**src/rtl/brf_pkg.sv**
```systemverilog
// Shared constants, command type and pointer helpers for the byte ring FIFO.
package brf_pkg;

  localparam int DEPTH   = 64;
  localparam int AW      = (DEPTH > 1) ? $clog2(DEPTH) : 1;
  localparam int CW      = $clog2(DEPTH + 1);
  localparam int CFG_W   = 7;
  localparam int REQ_W   = 7;
  localparam int CNT_W   = 7;
  localparam int FILL_W  = 7;
  localparam int BYTE_W  = 8;
  localparam int Q_DEPTH = 4;
  localparam int Q_AW    = $clog2(Q_DEPTH);

  localparam logic [CNT_W-1:0] CNT_MAX   = {CNT_W{1'b1}};
  localparam logic [CFG_W-1:0] CAP_RESET = CFG_W'(DEPTH);

  localparam logic [1:0] ACT_WRITE = 2'd0;
  localparam logic [1:0] ACT_READ  = 2'd1;
  localparam logic [1:0] ACT_PEEK  = 2'd2;
  localparam logic [1:0] ACT_NONE  = 2'd3;

  typedef struct packed {
    logic [1:0]        kind;
    logic [BYTE_W-1:0] data;
    logic              eob;
    logic [REQ_W-1:0]  req;
  } cmd_t;

  // Clamp the programmed capacity to 1..DEPTH.
  function automatic logic [CFG_W-1:0] cap_effective(input logic [CFG_W-1:0] cap);
    logic [CFG_W-1:0] c;
    c = cap;
    if (c == '0) c = CFG_W'(1);
    if (c > CFG_W'(DEPTH)) c = CFG_W'(DEPTH);
    return c;
  endfunction

  // Step a position by one, wrapping to zero at the capacity.
  function automatic logic [AW-1:0] pos_advance(input logic [AW-1:0] pos,
                                                input logic [CFG_W-1:0] cap);
    logic [CFG_W-1:0] n;
    n = CFG_W'(pos) + CFG_W'(1);
    return (n >= cap) ? '0 : AW'(n);
  endfunction

endpackage

```
**src/rtl/brf_ram.sv**
```systemverilog
// Generic single-write, single-read RAM with registered, enabled read port.
module brf_ram #(
  parameter int WIDTH = 8,
  parameter int DEPTH = 64
) (
  input  logic                                  clk,
  input  logic                                  we,
  input  logic [((DEPTH > 1) ? $clog2(DEPTH) : 1)-1:0] waddr,
  input  logic [WIDTH-1:0]                      wdata,
  input  logic                                  re,
  input  logic [((DEPTH > 1) ? $clog2(DEPTH) : 1)-1:0] raddr,
  output logic [WIDTH-1:0]                      rdata
);

  logic [WIDTH-1:0] mem_r [DEPTH];

  always_ff @(posedge clk) begin
    if (we) mem_r[waddr] <= wdata;
    if (re) rdata <= mem_r[raddr];
  end

endmodule

```
**src/rtl/brf_front.sv**
```systemverilog
// Front end: takes input transfers, decodes the action and drops unknown codes.
module brf_front (
  input  logic                          in_tvalid,
  output logic                          in_tready,
  input  logic [15:0]                   in_tdata,
  input  logic [1:0]                    in_tuser,
  input  logic                          in_tlast,
  input  logic                          q_full,
  output logic                          push,
  output brf_pkg::cmd_t                 cmd
);

  assign in_tready = !q_full;

  always_comb begin
    cmd.kind = in_tuser;
    cmd.data = in_tdata[brf_pkg::BYTE_W-1:0];
    cmd.eob  = in_tlast;
    cmd.req  = in_tdata[brf_pkg::BYTE_W +: brf_pkg::REQ_W];
  end

  // Unknown action is taken off the bus but never reaches the back end.
  assign push = in_tvalid && in_tready && (in_tuser != brf_pkg::ACT_NONE);

endmodule

```
**src/rtl/brf_cmd_q.sv**
```systemverilog
// Short command queue between the front and back ends.
module brf_cmd_q (
  input  logic          clk,
  input  logic          rst_n,
  input  logic          push,
  input  brf_pkg::cmd_t push_cmd,
  output logic          full,
  output logic          q_valid,
  output brf_pkg::cmd_t q_cmd,
  input  logic          pop
);

  brf_pkg::cmd_t           ent_r [brf_pkg::Q_DEPTH];
  logic [brf_pkg::Q_AW-1:0] wp_r, wp_nxt;
  logic [brf_pkg::Q_AW-1:0] rp_r, rp_nxt;
  logic [brf_pkg::Q_AW:0]   cnt_r, cnt_nxt;
  logic                     do_push, do_pop;

  assign full    = (cnt_r == (brf_pkg::Q_AW + 1)'(brf_pkg::Q_DEPTH));
  assign q_valid = (cnt_r != '0);
  assign q_cmd   = ent_r[rp_r];
  assign do_push = push && !full;
  assign do_pop  = pop && q_valid;

  always_comb begin
    wp_nxt  = do_push ? wp_r + brf_pkg::Q_AW'(1) : wp_r;
    rp_nxt  = do_pop  ? rp_r + brf_pkg::Q_AW'(1) : rp_r;
    cnt_nxt = cnt_r;
    if (do_push && !do_pop) cnt_nxt = cnt_r + (brf_pkg::Q_AW + 1)'(1);
    if (!do_push && do_pop) cnt_nxt = cnt_r - (brf_pkg::Q_AW + 1)'(1);
  end

  always_ff @(posedge clk) begin
    if (!rst_n) begin
      wp_r  <= '0;
      rp_r  <= '0;
      cnt_r <= '0;
    end else begin
      wp_r  <= wp_nxt;
      rp_r  <= rp_nxt;
      cnt_r <= cnt_nxt;
    end
  end

  always_ff @(posedge clk) begin
    if (do_push) ent_r[wp_r] <= push_cmd;
  end

endmodule

```
**src/rtl/brf_back.sv**
```systemverilog
// Back end: executes commands against the ring store and drives the result channel.
module brf_back (
  input  logic                       clk,
  input  logic                       rst_n,
  input  logic                       cfg_we,
  input  logic [brf_pkg::CFG_W-1:0]  cfg_wdata,
  input  logic                       q_valid,
  input  brf_pkg::cmd_t              q_cmd,
  output logic                       q_pop,
  output logic                       out_tvalid,
  input  logic                       out_tready,
  output logic [23:0]                out_tdata,
  output logic [1:0]                 out_tuser,
  output logic                       out_tlast
);

  localparam int AW = brf_pkg::AW;
  localparam int CW = brf_pkg::CW;

  logic [brf_pkg::CFG_W-1:0] cap_r;
  logic [brf_pkg::CFG_W-1:0] cap_eff;

  logic [AW-1:0]             rd_pos_r, rd_pos_nxt;
  logic [AW-1:0]             wr_pos_r, wr_pos_nxt;
  logic [CW-1:0]             count_r, count_nxt;
  logic [brf_pkg::CNT_W-1:0] blk_r, blk_nxt;

  logic                      run_r, run_nxt;
  logic                      run_consume_r, run_consume_nxt;
  logic [AW-1:0]             run_pos_r, run_pos_nxt;
  logic [brf_pkg::REQ_W-1:0] run_left_r, run_left_nxt;
  logic [brf_pkg::REQ_W-1:0] run_n_r, run_n_nxt;

  logic                       m_valid_r, m_valid_nxt;
  logic                       m_bvalid_r, m_bvalid_nxt;
  logic                       m_acc_r, m_acc_nxt;
  logic                       m_last_r, m_last_nxt;
  logic [brf_pkg::CNT_W-1:0]  m_cnt_r, m_cnt_nxt;
  logic [brf_pkg::FILL_W-1:0] m_fill_r, m_fill_nxt;

  logic                       adv;
  logic                       ram_we, ram_re;
  logic [AW-1:0]              ram_raddr;
  logic [brf_pkg::BYTE_W-1:0] ram_q;
  logic [brf_pkg::REQ_W-1:0]  fill7, n_take;
  logic [CW-1:0]              count_inc;
  logic [brf_pkg::CNT_W-1:0]  blk_inc;
  logic                       lst;

  assign cap_eff = brf_pkg::cap_effective(cap_r);
  assign adv     = !m_valid_r || out_tready;
  assign q_pop   = adv && !run_r && q_valid;
  assign fill7   = brf_pkg::REQ_W'(count_r);
  assign n_take  = (q_cmd.req < fill7) ? q_cmd.req : fill7;

  always_comb begin
    rd_pos_nxt      = rd_pos_r;
    wr_pos_nxt      = wr_pos_r;
    count_nxt       = count_r;
    blk_nxt         = blk_r;
    run_nxt         = run_r;
    run_consume_nxt = run_consume_r;
    run_pos_nxt     = run_pos_r;
    run_left_nxt    = run_left_r;
    run_n_nxt       = run_n_r;
    m_valid_nxt     = m_valid_r;
    m_bvalid_nxt    = m_bvalid_r;
    m_acc_nxt       = m_acc_r;
    m_last_nxt      = m_last_r;
    m_cnt_nxt       = m_cnt_r;
    m_fill_nxt      = m_fill_r;
    ram_we          = 1'b0;
    ram_re          = 1'b0;
    ram_raddr       = run_pos_r;
    count_inc       = count_r + CW'(1);
    blk_inc         = (blk_r == brf_pkg::CNT_MAX) ? blk_r : blk_r + brf_pkg::CNT_W'(1);
    lst             = (run_left_r == brf_pkg::REQ_W'(1));

    if (adv) begin
      m_valid_nxt  = 1'b0;
      m_bvalid_nxt = 1'b0;
      m_acc_nxt    = 1'b0;
      m_last_nxt   = 1'b0;
      m_cnt_nxt    = '0;
      m_fill_nxt   = brf_pkg::FILL_W'(count_r);
      if (run_r) begin
        // one byte of a read or peek run per cycle while the output is not stalled
        ram_re       = 1'b1;
        m_valid_nxt  = 1'b1;
        m_bvalid_nxt = 1'b1;
        m_last_nxt   = lst;
        m_cnt_nxt    = lst ? brf_pkg::CNT_W'(run_n_r) : '0;
        run_pos_nxt  = brf_pkg::pos_advance(run_pos_r, cap_eff);
        run_left_nxt = run_left_r - brf_pkg::REQ_W'(1);
        if (lst) run_nxt = 1'b0;
        if (run_consume_r) begin
          rd_pos_nxt = brf_pkg::pos_advance(run_pos_r, cap_eff);
          count_nxt  = count_r - CW'(1);
          m_fill_nxt = brf_pkg::FILL_W'(count_r - CW'(1));
        end
      end else if (q_valid) begin
        case (q_cmd.kind)
          brf_pkg::ACT_WRITE: begin
            m_valid_nxt = 1'b1;
            if (brf_pkg::CFG_W'(count_r) < cap_eff) begin
              ram_we     = 1'b1;
              wr_pos_nxt = brf_pkg::pos_advance(wr_pos_r, cap_eff);
              count_nxt  = count_inc;
              blk_nxt    = blk_inc;
              m_acc_nxt  = 1'b1;
              m_fill_nxt = brf_pkg::FILL_W'(count_inc);
            end
            if (q_cmd.eob) begin
              m_last_nxt = 1'b1;
              m_cnt_nxt  = blk_nxt;
              blk_nxt    = '0;
            end
          end
          brf_pkg::ACT_READ, brf_pkg::ACT_PEEK: begin
            if (n_take == '0) begin
              m_valid_nxt = 1'b1;
              m_last_nxt  = 1'b1;
            end else begin
              run_nxt         = 1'b1;
              run_consume_nxt = (q_cmd.kind == brf_pkg::ACT_READ);
              run_pos_nxt     = rd_pos_r;
              run_left_nxt    = n_take;
              run_n_nxt       = n_take;
            end
          end
          default: begin
          end
        endcase
      end
    end
  end

  always_ff @(posedge clk) begin
    if (!rst_n) begin
      cap_r      <= brf_pkg::CAP_RESET;
      rd_pos_r   <= '0;
      wr_pos_r   <= '0;
      count_r    <= '0;
      blk_r      <= '0;
      run_r      <= 1'b0;
      m_valid_r  <= 1'b0;
    end else begin
      if (cfg_we) cap_r <= cfg_wdata;
      rd_pos_r   <= rd_pos_nxt;
      wr_pos_r   <= wr_pos_nxt;
      count_r    <= count_nxt;
      blk_r      <= blk_nxt;
      run_r      <= run_nxt;
      m_valid_r  <= m_valid_nxt;
    end
  end

  always_ff @(posedge clk) begin
    run_consume_r <= run_consume_nxt;
    run_pos_r     <= run_pos_nxt;
    run_left_r    <= run_left_nxt;
    run_n_r       <= run_n_nxt;
    m_bvalid_r    <= m_bvalid_nxt;
    m_acc_r       <= m_acc_nxt;
    m_last_r      <= m_last_nxt;
    m_cnt_r       <= m_cnt_nxt;
    m_fill_r      <= m_fill_nxt;
  end

  brf_ram #(
    .WIDTH(brf_pkg::BYTE_W),
    .DEPTH(brf_pkg::DEPTH)
  ) u_store (
    .clk  (clk),
    .we   (ram_we),
    .waddr(wr_pos_r),
    .wdata(q_cmd.data),
    .re   (ram_re),
    .raddr(ram_raddr),
    .rdata(ram_q)
  );

  // RAM output holds while stalled, so it serves as the output data register.
  assign out_tvalid = m_valid_r;
  assign out_tlast  = m_last_r;
  assign out_tuser  = {m_acc_r, m_bvalid_r};
  assign out_tdata  = {2'b00, m_fill_r, m_cnt_r,
                       (m_bvalid_r ? ram_q : {brf_pkg::BYTE_W{1'b0}})};

endmodule

```
**src/rtl/byte_ring_fifo_top.sv**
```systemverilog
// Top level of the byte ring FIFO: front end, command queue and back end.
// Path: with the path clear, a write or empty-run result is registered through the command
//   queue and the output register; the first byte of a read or peek run also waits for the run set-up.
// Writes: one per cycle unless stalled. Read or peek of n bytes: a set-up step in the back
//   end, then n results at one per cycle unless stalled; an empty run gives one result.
// The byte rate is set by the single store read port: one byte per cycle unless stalled.
// Reset (rst_n low, synchronous): pointers, counts and queue cleared, capacity 64;
//   store not cleared.
module byte_ring_fifo_top (
  input  logic        clk,
  input  logic        rst_n,
  // configuration: capacity_in_use
  input  logic        cfg_we,
  input  logic [6:0]  cfg_wdata,
  // input channel
  input  logic        in_tvalid,
  output logic        in_tready,
  input  logic [15:0] in_tdata,   // [7:0] data_byte, [14:8] request_length, [15] zero
  input  logic [1:0]  in_tuser,   // [1:0] action
  input  logic        in_tlast,   // end_of_block
  // result channel
  output logic        out_tvalid,
  input  logic        out_tready,
  output logic [23:0] out_tdata,  // [7:0] out_byte, [14:8] transferred_count,
                                  // [21:15] fill_level, [23:22] zero
  output logic [1:0]  out_tuser,  // [0] byte_valid, [1] accepted
  output logic        out_tlast   // last
);

  logic          q_full;
  logic          push;
  logic          q_valid;
  logic          q_pop;
  brf_pkg::cmd_t push_cmd;
  brf_pkg::cmd_t q_cmd;

  // Front end: decode each input transfer into a command.
  brf_front u_front (
    .in_tvalid(in_tvalid),
    .in_tready(in_tready),
    .in_tdata (in_tdata),
    .in_tuser (in_tuser),
    .in_tlast (in_tlast),
    .q_full   (q_full),
    .push     (push),
    .cmd      (push_cmd)
  );

  // Queue decouples input acceptance from read runs and output stalls.
  brf_cmd_q u_q (
    .clk     (clk),
    .rst_n   (rst_n),
    .push    (push),
    .push_cmd(push_cmd),
    .full    (q_full),
    .q_valid (q_valid),
    .q_cmd   (q_cmd),
    .pop     (q_pop)
  );

  // Back end owns the store, the pointers, the fill and block counts.
  brf_back u_back (
    .clk       (clk),
    .rst_n     (rst_n),
    .cfg_we    (cfg_we),
    .cfg_wdata (cfg_wdata),
    .q_valid   (q_valid),
    .q_cmd     (q_cmd),
    .q_pop     (q_pop),
    .out_tvalid(out_tvalid),
    .out_tready(out_tready),
    .out_tdata (out_tdata),
    .out_tuser (out_tuser),
    .out_tlast (out_tlast)
  );

endmodule

```
**config.mk**
```make
export PLATFORM = sky130hd
export DESIGN_NAME = byte_ring_fifo_top
export DESIGN_NICKNAME = d
export VERILOG_FILES = /design/src/rtl/brf_pkg.sv /design/src/rtl/brf_ram.sv /design/src/rtl/brf_front.sv /design/src/rtl/brf_cmd_q.sv /design/src/rtl/brf_back.sv /design/src/rtl/byte_ring_fifo_top.sv
export SDC_FILE = /design/constraint.sdc
export NUM_CORES = 1
export LEC_CHECK = 0
export ABC_CLOCK_PERIOD_IN_PS = 3800
export BUFFER_PORTS_ARGS = -buffer_cell sky130_fd_sc_hd__buf_4
export CORE_ASPECT_RATIO = 0.9
export CORE_MARGIN = 2
export CORE_UTILIZATION = 60
export DETAILED_ROUTE_END_ITERATION = 7
export PLACE_DENSITY = 0.77
export SLEW_MARGIN = 20
export SYNTH_ARGS = -nofsm -noshare
export SYNTH_HDL_FRONTEND = slang
export SYNTH_SLANG_ARGS = --single-unit
```
**constraint.sdc**
```tcl
create_clock -name clk -period 3.8 [get_ports clk]
set_input_delay 0.19 -clock clk [delete_from_list [all_inputs] [get_ports clk]]
set_output_delay 0.19 -clock clk [all_outputs]
set_load 0.03 [all_outputs]
```
# Word level (Yosys, flattened, before mapping)
# Memories as Yosys holds them, arrays and structs flattened. A register that Yosys moved wholly into a read port is not among the register bits.
# Index checks and enable logic that the tools add are counted.
[classes] add_sub_neg=10 order_cmp=5 eq_ne=7 mux=55 bitwise_logic=2 n_reduce_logical=27
[ops] op="$mux 7" count=20
[ops] op="$mux 6" count=6
[ops] op="$mux 1" count=22
[ops] op="$add 6x1->7 const B" count=2
[ops] op="$add 7x1->7 const B" count=2
[ops] op="$ge 7x7->1" count=2
[ops] op="$logic_not 7->1" count=2
[ops] op="$lt 7x7->1" count=2
[ops] op="$sub 7x1->7 const B" count=2
[ops] op="$reduce_and 5->1" count=2
[ops] op="$logic_and 1x1->1" count=8
[ops] op="$mux 8" count=1
[ops] op="$reduce_and 4->1" count=2
[ops] op="$eq 7x1->1 const B" count=1
[ops] op="$eq 7x7->1 const B" count=1
[ops] op="$gt 7x7->1 const B" count=1
[ops] op="$mux 3" count=2
[ops] op="$reduce_bool 2->1" count=3
[ops] op="$logic_not 1->1" count=5
[ops] op="$add 2x1->2 const B" count=2
[ops] op="$mux 2" count=2
[ops] op="$pmux 1 s2" count=2
[ops] op="$add 3x1->3 const B" count=1
[ops] op="$eq 3x3->1 const B" count=1
[ops] op="other kinds (11)" count=12
[totals] reg_bits=80 ramBits=584 inputBits=31 output_inout_bits=29 wordCells=127 memories=2
[mem_list] name="u_back.u_store.mem_r" words=64 width=8 rd=1 rd_clocked_by_memory_dff=1 write_ports=1 line="brf_ram.sv:15" rtl="logic [WIDTH-1:0] mem_r [DEPTH];"
[mem_list] name="u_q.ent_r" words=4 width=18 rd=1 rd_clocked_by_memory_dff=1 write_ports=1 line="brf_cmd_q.sv:13" rtl="brf_pkg::cmd_t ent_r [brf_pkg::Q_DEPTH];"

# Logic depth before layout (Yosys ltp)
# Gate-level depths: netlist of run 1.
[depth] word_depth=12 mapped_depth=13 ltp_nobuf=10

# Cells and area by module
# A second synthesis of run 1 with hierarchy kept.
[unflattened] hier_cells=1617 area_unflattened_um2=28172.0
[modules_own_cells] module="brf_ram" n_inst=1 cells_each=967 area_each_um2=20317.0 seq_area_each_um2=15615.0
[modules_own_cells] module="brf_back" n_inst=1 cells_each=483 area_each_um2=4569.4 seq_area_each_um2=1841.8
[modules_own_cells] module="brf_cmd_q" n_inst=1 cells_each=146 area_each_um2=3136.8 seq_area_each_um2=2342.2
[modules_own_cells] module="brf_front" n_inst=1 cells_each=21 area_each_um2=148.9 seq_area_each_um2=0.0

# Worst setup path after synthesis of run 1
# Ideal clock, no wire load.
[synth_timing] kind="register -> register" from="register with a tool-made name" to="memory u_back.u_store.mem_r[54][0] (enable)" setup_time_ns=0.370 t_arrival_ns=3.183 t_required_ns=3.430 setup_slack_ns=0.247 path_stages_with_launch=12 n_path_buf=3 period_less_slack_ns=3.553 cell_sequence="dfxtp_1 -> buf_2 -> buf_2 -> mux4_2 -> inv_1 -> ha_1 -> nand4_1 -> nor2_1 -> nand3_1 -> or3_1 -> clkbuf_1 -> nor2_1"
[synth_rtl] item="end: declaration" line="brf_ram.sv:15"

# Final worst setup path of run 1
[layout_timing] from="register u_back.cap_r[6] (netlist name)" to="memory u_back.u_store.mem_r[0][0] (enable)"
[layout_between] elab_chain_cells=12
[layout_rtl] item="start: declaration" line="brf_back.sv:20" rtl="logic [brf_pkg::CFG_W-1:0] cap_r;"
[layout_rtl] item="start signal: assignment" line="brf_back.sv:140" rtl="cap_r <= brf_pkg::CAP_RESET;"
[layout_rtl] item="start signal: assignment" line="brf_back.sv:148" rtl="if (cfg_we) cap_r <= cfg_wdata;"
[layout_rtl] item="$logic_not 7->1" line="brf_pkg.sv:34" rtl="if (c == '0) c = CFG_W'(1);"
[layout_rtl] item="$mux 7 *" line="brf_pkg.sv:34"
[layout_rtl] item="$gt 7x7->1" line="brf_pkg.sv:35" rtl="if (c > CFG_W'(DEPTH)) c = CFG_W'(DEPTH);"
[layout_rtl] item="$mux 7 *" line="brf_pkg.sv:35"
[layout_rtl] item="$lt 7x7->1 *" line="brf_back.sv:105" rtl="if (brf_pkg::CFG_W'(count_r) < cap_eff) begin"
[layout_rtl] item="$mux 1 *" line="brf_back.sv:105"
[layout_rtl] item="$mux 1 *" line="brf_back.sv:102" rtl="case (q_cmd.kind)"
[layout_rtl] item="$mux 1 *" line="brf_back.sv:101" rtl="end else if (q_valid) begin"
[layout_rtl] item="$mux 1 *" line="brf_back.sv:86" rtl="if (run_r) begin"
[layout_rtl] item="$mux 1 *" line="brf_back.sv:79" rtl="if (adv) begin"
[layout_rtl] item="$mux 1 *" line="brf_ram.sv:18" rtl="if (we) mem_r[waddr] <= wdata;"
[layout_rtl] item="$mux 1 (not written as such) *" line="brf_ram.sv:18"
# Mark *: on every way between the ends. The rest lies on a longest branch, timed or not.

==> flow_metrics.tcl, run 1 <==
set metrics [dict create \
    cp.buffers_inverters 4 \
    postSynthCellCount 1492 \
    vdd_drop_max_mv 0.557 \
    die_height_um 207 \
    synth_cell_types 65 \
    nFillCells 2759 \
    fmax_ghz 0.271 \
    drt_wl_total_mm 60.4 \
    postSynthAreaPerCell_um2 18.5 \
    numPortBuffers 56 \
    num_io_pins 60 \
    grt_max_degree 117 \
    antennaDiodeCount 0 \
    status "complete, no violations" \
    grtUsageTotal_pct 25.9 \
    yosys_most_used_dff "edfxtp_1" \
    gr-total-overflow 0 \
    finalSetupViolCount 0 \
    post-route-min-period_ps 3690 \
    ant_nets 0 \
    setup_tns_ps 0 \
    core_area_um2 45400 \
    path_max_fanout 11 \
    vias_per_cell 6.35 \
    async_flop_share_pct 0 \
    area_growth_pct 14.9 \
    rsz0062_at_grt "no" \
    final_cell_mix "edfxtp_1 (630), mux4_2 (165), buf_4 (161)" \
    clkSinkCount 674 \
    antenna_found_initial 2 \
    nNetsFinal 1753 \
    path_class "flop to flop" \
    worst_path_max_delay_cell "nand4_1" \
    clock_latency_ps 600 \
    ys_ff_latch 674 \
    drc 0 \
    worst_pin_slew_ps 1030 \
    layout_setup_ws_ps 107 \
    ys_seq_area_share_pct 71.8 \
    power_leakage_nw 10.5 \
    worst_setup_path_start_kind "flop" \
    cts.path.max_buffers 3 \
    critical_path_required_ps 4090 \
    first_pass_iters 6 \
    path_common_cell "buf_4" \
    p_switching_mw 7.10 \
    die_area_um2 47700 \
    drtIter0Drc 1815 \
    internal_power_mw 15.8 \
    max_stage_delay_ps 430 \
    globalplace.congestion 0.910 \
    cts_tree "done" \
    cp.arrival_ps 3980 \
    wire_per_inst_um 25.8 \
    comb_power_share_pct 30.7 \
    slew_headroom_pct 31.5 \
    grt_pass1_vias 14800 \
    path_cells "inv_1, nand2_1, ha_1, a21oi_1, nand2_1, o31ai_2, buf_4, and2_1, nand4_1, buf_4, nor2_1, buf_4" \
    critPathCaptureType "flop" \
    final_common_cell "edfxtp_1" \
    post-route-period-util_pct 97.2 \
    path_delay_family "simple AND/OR/NAND/NOR gates" \
    start_util_pct 60.8 \
    fp.dieW_um 230 \
    clkTransAtPathRegs_ps 60 \
    dpl.hpwl_mm 37.3 \
    clockRootBuffer "clkbuf_16" \
    pre_cts_ws_ps 232 \
    powerDensity_nw_per_um2 724 \
    grt_pass1_wl_mm 91.9 \
    htree_levels 3 \
    drv_cap 0 \
    netlist_area_um2 27600 \
    synth_edf_count 630 \
    switching_share_pct 31.0 \
    finalClockSkew_ps 24.4 \
    clkPwrFrac_pct 27.4 \
    cts-buffers-inserted 67 \
    hold_viol_final 0 \
    pwr-share-seq_pct 41.9 \
    placementRows 74 \
    hold_path.class "input port to flop" \
    synth_warnings 0 \
    post_cts.repair.setup_buffers 0 \
    drive_gt1_share_pct 25.9 \
    drv_slew 0 \
    vias 14800 \
]
==> worst paths after layout <==
path                                    startpoint                          to  slack (ps)  cells after the start
worst max-delay path               u_back.cap_r[6]  u_back.u_store.mem_r[0][0]         110                     12
worst min-delay path                         rst_n           u_back.count_r[1]         110                      3
worst max register to register     u_back.cap_r[6]  u_back.u_store.mem_r[0][0]         110                     12
worst min register to register  u_back.rd_pos_r[0]          u_back.rd_pos_r[0]         480                      2
==> routing by layer <==
metal / vias up / part of all wire (%) / GRT usage (%) / wire length [um]
li1: 6374 / - / - / -
met1: 7577 / 41 / 38.3 / 24800
met2: 759 / 48 / 40.8 / 29100
met3: 121 / 8.4 / 4.71 / 5050
met4: 2 / 2.3 / 6.56 / 1420
met5: - / 0.022 / 0 / 13
==> cell usage after synthesis (4+ instances only) <==
| library cell | count | area (um2) |
|---|---|---|
| edfxtp_1 | 630 | 18900 |
| mux4_2 | 169 | 3810 |
| nor2_1 | 87 | 327 |
| nand2_1 | 62 | 233 |
| dfxtp_1 | 44 | 881 |
| ha_1 | 41 | 513 |
| clkbuf_1 | 40 | 150 |
| nand3_1 | 37 | 185 |
| inv_1 | 33 | 124 |
| a21oi_1 | 31 | 155 |
| o21ai_0 | 26 | 130 |
| mux2i_1 | 24 | 240 |
| and2_1 | 23 | 144 |
| buf_2 | 17 | 85.1 |
| xnor2_1 | 16 | 140 |
| buf_1 | 13 | 48.8 |
| o31ai_1 | 13 | 97.6 |
| mux2_2 | 12 | 135 |
| nor3_1 | 12 | 60.1 |
| or3_1 | 11 | 68.8 |
| xor2_1 | 11 | 96.3 |
| nand4_1 | 10 | 62.6 |
| o21ai_1 | 9 | 45.0 |
| a22oi_1 | 8 | 60.1 |
| nand2b_1 | 8 | 50.1 |
| nor2b_1 | 8 | 50.1 |
| buf_4 | 7 | 52.6 |
| a21boi_0 | 6 | 45.0 |
| o221ai_1 | 6 | 52.6 |
| a31oi_1 | 5 | 31.3 |
| nand3b_1 | 5 | 37.5 |
| a211oi_1 | 4 | 30.0 |
| buf_6 | 4 | 45.0 |
| o22ai_1 | 4 | 25.0 |
| or4_1 | 4 | 30.0 |
==> sequential cells by signal, indices dropped and copies added (netlist names), 2 cells and up, named ones only <==
register,cells
u_back.u_store.rdata,8
u_back.m_cnt_r,7
u_back.m_fill_r,7
u_back.run_left_r,7
u_back.wr_pos_r,6
u_back.blk_r,7
u_back.count_r,7
u_q.wp_r,2
u_back.run_n_r,7
u_q.ent_r,72
u_q.cnt_r,3
u_q.rp_r,2
u_back.u_store.mem_r,512
u_back.rd_pos_r,6
u_back.cap_r,7
u_back.ram_raddr,6
==> layout make-up <==
class / instances / area [um2] / area share [%]
repair buffers: 199 / 1640 / 5.17
clock buffers: 89 / 1810 / 5.72
well taps: 608 / 761 / 2.40
multi-input cells: 702 / 7280 / 23.0
flip-flops and latches: 674 / 19800 / 62.5
inverters: 36 / 135 / 0.427
clock inverters: 29 / 253 / 0.798
==> worst register-to-register path: stages, from the launching register on <==
cell     delay [ps]
dfxtp_1         340
inv_1           230
nand2_1         170
ha_1            310
a21oi_1         160
nand2_1          80
o31ai_2         350
buf_4           260
and2_1          350
nand4_1         430
buf_4           330
nor2_1          170
buf_4           210
==> kinds of logic after synthesis <==
group	share of synthesized area (%)
and+or+nand+nor	5.03
xor gates and xnor gates	0.857
other	0.0136
AOI/OAI and AO/OA	3.34
adders and majority gates	1.93
muxes	15.2
DFF	71.8
buffers and inverters	1.87
==> timing repair <==
action / CTS / global route
setup endpoints to repair: 0 / 8
gates resized for setup: 0 / 1
hold buffers: 33 / 0
hold endpoints to repair: 79 / 0
==> through the flow <==
step / utilization (%) / cell area (um2) / total power, mW / cells / hold WS [ps]
after floorplan: - / 27600 / 14.4 / 1493 / 289
final: 69.8 / 31700 / 22.9 / 2337 / 106
after global routing: 69.8 / 31700 / 23.8 / 2337 / 105
after detailed placement: 64.5 / 29300 / 16.7 / 2186 / 394
after global placement: 64.5 / 29300 / 16.5 / 2186 / 388
after CTS: 69.8 / 31700 / 23.0 / 2337 / 74.1
==> power by group through the flow <==
| stage | combinational, mW | sequential, mW | clock [mW] |
|---|---|---|---|
| after floorplan | 4.69 | 9.72 | 0 |
| after global placement | 6.79 | 9.74 | 0 |
| after detailed placement | 6.94 | 9.76 | 0 |
| after CTS | 7.04 | 9.62 | 6.36 |
| after global routing | 7.52 | 9.65 | 6.62 |
| final | 7.04 | 9.62 | 6.28 |
Note: power is estimated with default switching activity, not from simulation.
==> run 2: changes to the inputs <==
--- a/config.mk
+++ b/config.mk
@@ -9,10 +9,8 @@
 export BUFFER_PORTS_ARGS = -buffer_cell sky130_fd_sc_hd__buf_4
 export CORE_ASPECT_RATIO = 0.9
 export CORE_MARGIN = 2
-export CORE_UTILIZATION = 60
+export CORE_UTILIZATION = 30
 export DETAILED_ROUTE_END_ITERATION = 7
-export PLACE_DENSITY = 0.77
-export SLEW_MARGIN = 20
 export SYNTH_ARGS = -nofsm -noshare
 export SYNTH_HDL_FRONTEND = slang
 export SYNTH_SLANG_ARGS = --single-unit
==> flow_metrics.tcl, run 2 (synthesized netlist as in run 1, its figures left out) <==
set metrics [dict create \
    area_growth_pct 18.6 \
    drt_wl_total_mm 62.8 \
    vias_per_cell 4.82 \
    final_common_cell "edfxtp_1" \
    hold_path.class "input port to flop" \
    first_pass_iters 5 \
    critical_path_required_ps 4050 \
    finalClockSkew_ps 20.3 \
    numPortBuffers 56 \
    ant_nets 0 \
    grtUsageTotal_pct 13.3 \
    slew_headroom_pct 10.7 \
    largest_reg_flops 512 \
    dpl.hpwl_mm 39.3 \
    drc 0 \
    powerDensity_nw_per_um2 718 \
    post-route-min-period_ps 3510 \
    rsz0062_at_grt "no" \
    vdd_drop_max_mv 0.752 \
    die_area_um2 94400 \
    fp.dieW_um 324 \
    clock_latency_ps 620 \
    critPathCaptureType "flop" \
    fmax_ghz 0.285 \
    post-route-period-util_pct 92.3 \
    start_util_pct 30.2 \
    hold_viol_final 0 \
    worst_path_max_delay_cell "nor2_1" \
    cts_tree "done" \
    clkSinkCount 674 \
    drv_cap 0 \
    die_height_um 292 \
    cts-buffers-inserted 72 \
    status "complete, no violations" \
    placed_cell_area_um2 30100 \
    drtIter0Drc 1459 \
    cp.arrival_ps 3750 \
    clockRootBuffer "clkbuf_16" \
    grt_pass1_wl_mm 93.8 \
    max_stage_delay_ps 550 \
    power_leakage_nw 10.7 \
    placementRows 105 \
    wire_per_inst_um 21.1 \
    path_cells "buf_4, mux4_2, ha_1, nand3_1, a31oi_1, a221oi_1, o21ai_2, mux2i_1, nor2_1" \
    cts.path.max_buffers 3 \
    final_cell_mix "edfxtp_1 (630), mux4_2 (169), buf_4 (166)" \
    finalSetupViolCount 0 \
    gr-total-overflow 0 \
    path_max_fanout 8 \
    top_regs "u_back.u_store.mem_r (512), u_q.ent_r (72), u_back.u_store.rdata (8)" \
    grt_max_degree 96 \
    cp.buffers_inverters 1 \
    num_io_pins 60 \
    core_area_um2 91200 \
    design_area_um2 32700 \
    clkTransAtPathRegs_ps 60 \
    drive_gt1_share_pct 26.2 \
    top_register "u_back.u_store.mem_r" \
    cts_resized 0 \
    path_delay_family "multiplexers" \
    worst_setup_path_start_kind "flop" \
    globalplace.congestion 0.800 \
    worst_pin_slew_ps 1330 \
    antenna_found_initial 1 \
    setup_tns_ps 0 \
    drv_slew 0 \
    htree_levels 3 \
    antennaDiodeCount 0 \
    path_class "flop to flop" \
    nNetsFinal 1762 \
    vias 14400 \
    grt_pass1_vias 14700 \
]
==> run 2: cell types whose count changed in the layout (fill, tap and decap cells not counted), moves of 2 or more <==
cell,previous run,this run
buf_4,161,166
clkbuf_8,1,3
clkinv_2,10,8
clkinv_1,11,16
mux4_4,4,0
clkbuf_1,19,22
mux4_2,165,169
bufinv_16,3,5
clkbuf_16,69,74
==> run 2: layer usage <==
metal | GRT usage, % | part of all wire [%] | up-vias
li1 | - | - | 6406
met1 | 18.8 | 45 | 7449
met2 | 21.1 | 48 | 423
met3 | 2.55 | 5.9 | 83
met4 | 3.00 | 1.6 | 0
met5 | 0 | 0 | -
==> run 2: path summary, 6_finish.rpt <==
path / start / endpoint / slack, ps / cells past startpoint
setup / recovery: flop / u_back.run_consume_r / 290 / 9
setup reg to reg: flop / u_back.run_consume_r / 290 / 9
hold / removal: out_tready / u_back.run_r / 50 / 4
hold reg to reg: u_back.rd_pos_r[1] / u_back.rd_pos_r[1] / 480 / 2
==> run 2: what timing repair did <==
| item | 4_1_cts | 5_1_grt |
|---|---|---|
| hold buffers | 33 | 0 |
| buffers inserted | 0 | 0 |
| endpoints found under the hold margin | 79 | 0 |
==> run 2: per-stage QoR <==
step	utilization, %	worst slack, ps	cells	power [mW]	hold slack [ps]
after floorplan	-	247	1493	14.4	289
after global placement	33.0	365	2812	16.7	391
after detailed placement	33.0	294	2812	16.9	394
after CTS	35.9	277	2978	23.7	4.35
after global routing	35.9	6.93	2978	24.5	41.0
final	35.9	293	2978	23.5	47.2
==> run 2: worst reg2reg max path, delay by kind of cell, from the launching register on <==
kind | cells | cell delay [ps]
and+or+nand+nor | 2 | 620
buffers and inverters | 1 | 240
adders and majority gates | 1 | 320
DFF | 1 | 540
muxes | 2 | 800
AOI/OAI and AO/OA | 3 | 610
==> run 2: area by class of cell <==
type	instances	area, um2
clock inverters	34	334
well taps	1230	1540
inverters	36	135
repair buffers	203	1660
fillers	8411	58500
flip-flops and latches	674	19800
multi-input cells	702	7270
clock buffers	99	1980
==> run 2: where the power goes <==
part | switching [mW] | internal [mW] | total [mW]
combinational | 4.18 | 2.88 | 7.06
sequential | 0.252 | 9.33 | 9.58
clock | 2.83 | 4.01 | 6.84
total | 7.27 | 16.2 | 23.5
==> run 3: changes to the inputs <==
--- a/config.mk
+++ b/config.mk
@@ -5,12 +5,14 @@
 export SDC_FILE = /design/constraint.sdc
 export NUM_CORES = 1
 export LEC_CHECK = 0
+export ABC_AREA = 1
 export ABC_CLOCK_PERIOD_IN_PS = 3800
 export BUFFER_PORTS_ARGS = -buffer_cell sky130_fd_sc_hd__buf_4
 export CORE_ASPECT_RATIO = 0.9
 export CORE_MARGIN = 2
 export CORE_UTILIZATION = 30
 export DETAILED_ROUTE_END_ITERATION = 7
+export SLEW_MARGIN = 10
 export SYNTH_ARGS = -nofsm -noshare
 export SYNTH_HDL_FRONTEND = slang
 export SYNTH_SLANG_ARGS = --single-unit
==> flow_metrics.tcl, run 3 <==
set metrics [dict create \
    status "complete, no violations" \
    placementRows 106 \
    synth-compound-area-share_pct 13.0 \
    synth_area_leaders "edfxtp_1 (67%), o21ai_0 (6.9%), nor2_1 (6.2%), o22ai_1 (3.3%), dfxtp_1 (3.1%)" \
    clkTransAtPathRegs_ps 60 \
    powerDensity_nw_per_um2 787 \
    gr-total-overflow 0 \
    p_switching_mw 10.0 \
    post-route-min-period_ps 3450 \
    synth_top_family_by_area "compound AO/OA/AOI/OAI gates" \
    start_util_pct 30.3 \
    setup_tns_ps 0 \
    fp.dieW_um 327 \
    nFillCells 9135 \
    wire_per_inst_um 18.6 \
    grtUsageTotal_pct 14.6 \
    synth_cell_types 51 \
    worstHoldPathCells 5 \
    post_cts.repair.setup_buffers 0 \
    comb_power_share_pct 37.2 \
    largest_reg_flops 512 \
    synth_common_cells "edfxtp_1 (630), nor2_1 (463), o21ai_0 (387), nand2_1 (189), o22ai_1 (149)" \
    cts_tree "done" \
    drtIter0Drc 2209 \
    pwr-share-seq_pct 38.9 \
    slew_headroom_pct 31.5 \
    globalplace.congestion 0.830 \
    clockRootBuffer "clkbuf_16" \
    drive_gt1_share_pct 12.3 \
    yosys.area_share.simple_pct 10.6 \
    final_cell_mix "edfxtp_1 (630), nor2_1 (462), o21ai_0 (387)" \
    synth_top_area_share_pct 67.3 \
    cts.path.max_buffers 3 \
    internal_power_mw 15.9 \
    drv_cap 0 \
    synth_warnings 0 \
    hold_path.class "input port to flop" \
    cts-buffers-inserted 61 \
    drt_wl_total_mm 70.9 \
    yosysTopAreaCell "edfxtp_1" \
    path_max_fanout 8 \
    max_stage_delay_ps 600 \
    core_area_um2 92800 \
    synth-xor-area-share_pct 0.405 \
    die_area_um2 96100 \
    vias_per_cell 4.93 \
    worst_path_max_delay_cell "nor2_1" \
    synth.area.mux_share_pct 0 \
    finalClockSkew_ps 21.6 \
    drv_slew 0 \
    ys_ff_latch 674 \
    antenna_found_initial 0 \
    dpl.hpwl_mm 43.4 \
    num_io_pins 60 \
    worst_pin_slew_ps 1030 \
    die_height_um 294 \
    synth_edf_count 630 \
    grt_pass1_wl_mm 109 \
    power_leakage_nw 11.3 \
    yosys_most_used_dff "edfxtp_1" \
    grt_max_degree 140 \
    post-route-period-util_pct 90.8 \
    reg2regPathDepth 13 \
    p_total_mw 25.9 \
    switching_share_pct 38.7 \
    postSynthCellCount 2366 \
    top_register "u_back.u_store.mem_r" \
    postSynthAreaPerCell_um2 11.9 \
    worst_setup_path_start_kind "flop" \
    async_flop_share_pct 0 \
    multi_input_area_um2 7390 \
    final_common_cell "edfxtp_1" \
    antennaDiodeCount 0 \
    htree_levels 2 \
    yosysMostFrequentCell "edfxtp_1" \
    finalSetupViolCount 0 \
    critical_path_required_ps 4080 \
    clkPwrFrac_pct 23.9 \
    ant_nets 0 \
    synthAdderAreaFrac_pct 1.90 \
    numPortBuffers 56 \
    rsz0062_at_grt "no" \
    drc 0 \
    netlist_area_um2 28100 \
    post-route-util_pct 35.5 \
    grt_pass1_vias 17800 \
    path_cells "nor2_1, nand3_1, o21ai_0, nand2_1, ha_1, a21oi_1, nand2_1, nand2_1, nand4_2, nor2_2, buf_4, nand4_2, nor2_1" \
    clock_latency_ps 640 \
    vdd_drop_max_mv 0.471 \
    nNetsFinal 2583 \
    area_growth_pct 17.2 \
    vias 18700 \
    critPathCaptureType "flop" \
    path_class "flop to flop" \
    ys_seq_area_share_pct 70.5 \
    hold_viol_final 0 \
    path_common_cell "nand2_1" \
    first_pass_iters 6 \
    top_regs "u_back.u_store.mem_r (512), u_q.ent_r (72), u_back.u_store.rdata (8)" \
    fmax_ghz 0.290 \
    cp.arrival_ps 3730 \
    register_area_um2 19800 \
    clkSinkCount 674 \
]
run 3: cell count changes after synthesis, sizes merged, moves of 11 or more:
cell / before / now
mux2i: 24 / 0
mux4: 169 / 0
inv: 33 / 104
and2: 24 / 1
clkbuf: 40 / 77
xnor2: 16 / 3
or3: 11 / 0
buf: 41 / 56
o21ai: 36 / 397
nor2: 87 / 467
a21oi: 31 / 69
o22ai: 4 / 149
nand2: 62 / 196
mux2: 12 / 0
run 3: stage by stage:
stage	cells	setup slack, ps	hold WS (ps)	cell area [um2]
6_report	3802	348	65.6	32900
5_1_grt	3802	18.0	69.4	32900
4_1_cts	3802	315	28.7	32900
3_5_place_dp	3653	300	392	30600
3_3_place_gp	3653	320	395	30600
2_1_floorplan	2367	463	289	28100
run 3: path summary, 6_finish.rpt:
path | start | end | slack (ps)
max | u_back.cap_r[3] | u_back.u_store.mem_r[35][5] | 350
max reg2reg | u_back.cap_r[3] | u_back.u_store.mem_r[35][5] | 350
min | out_tready | u_back.count_r[1] | 70
min reg2reg | u_q.rp_r[1] | flop | 480
run 3: layout make-up:
cell class              instances  area share [%]
flip-flops and latches        674            60.1
multi-input cells            1452            22.5
repair buffers                213            5.36
clock buffers                  86            5.17
well taps                    1242            4.72
inverters                     108            1.26
clock inverters                27           0.901
run 3: logic make-up (layout without fill, tap and decap cells):
logic type | count (synthesis) | in the layout
fa+ha+maj | 42 | 42
other cells | 1 | 2
xor+xnor | 13 | 13
simple gates | 736 | 736
compound gates | 659 | 659
flops | 674 | 674
buf+inv | 241 | 434
run 3: power groups by stage:
stage / sequential, mW / clock [mW] / combinational [mW]
floorplan: 10.3 / 0 / 5.93
global placement: 10.2 / 0 / 9.49
detailed placement: 10.2 / 0 / 9.55
CTS: 10.1 / 6.31 / 9.62
global route: 10.1 / 6.62 / 10.7
finish: 10.1 / 6.20 / 9.64
run 3: repair_timing:
action                                  CTS  global route
hold endpoints to repair                 97             0
gates resized for setup                   0             1
endpoints found under the setup margin    0             8
hold buffers                             36             0
run 3: layer usage:
metal | global-route usage [%] | vias to the layer above | routed length [um]
met1 | 21.2 | 9158 | 33000
li1 | - | 8852 | -
met5 | 0 | - | 0
met3 | 2.85 | 103 | 5010
met2 | 21.9 | 622 | 31100
met4 | 4.41 | 0 | 1710
run 3: worst max-delay path, delay by kind of cell (launching register included):
family | cells | cell delay (ps)
flip-flops | 1 | 330
adder cells (fa/ha/maj) | 1 | 330
buffers and inverters | 1 | 190
AO/OA/AOI/OAI | 2 | 450
AND/OR/NAND/NOR | 9 | 1800
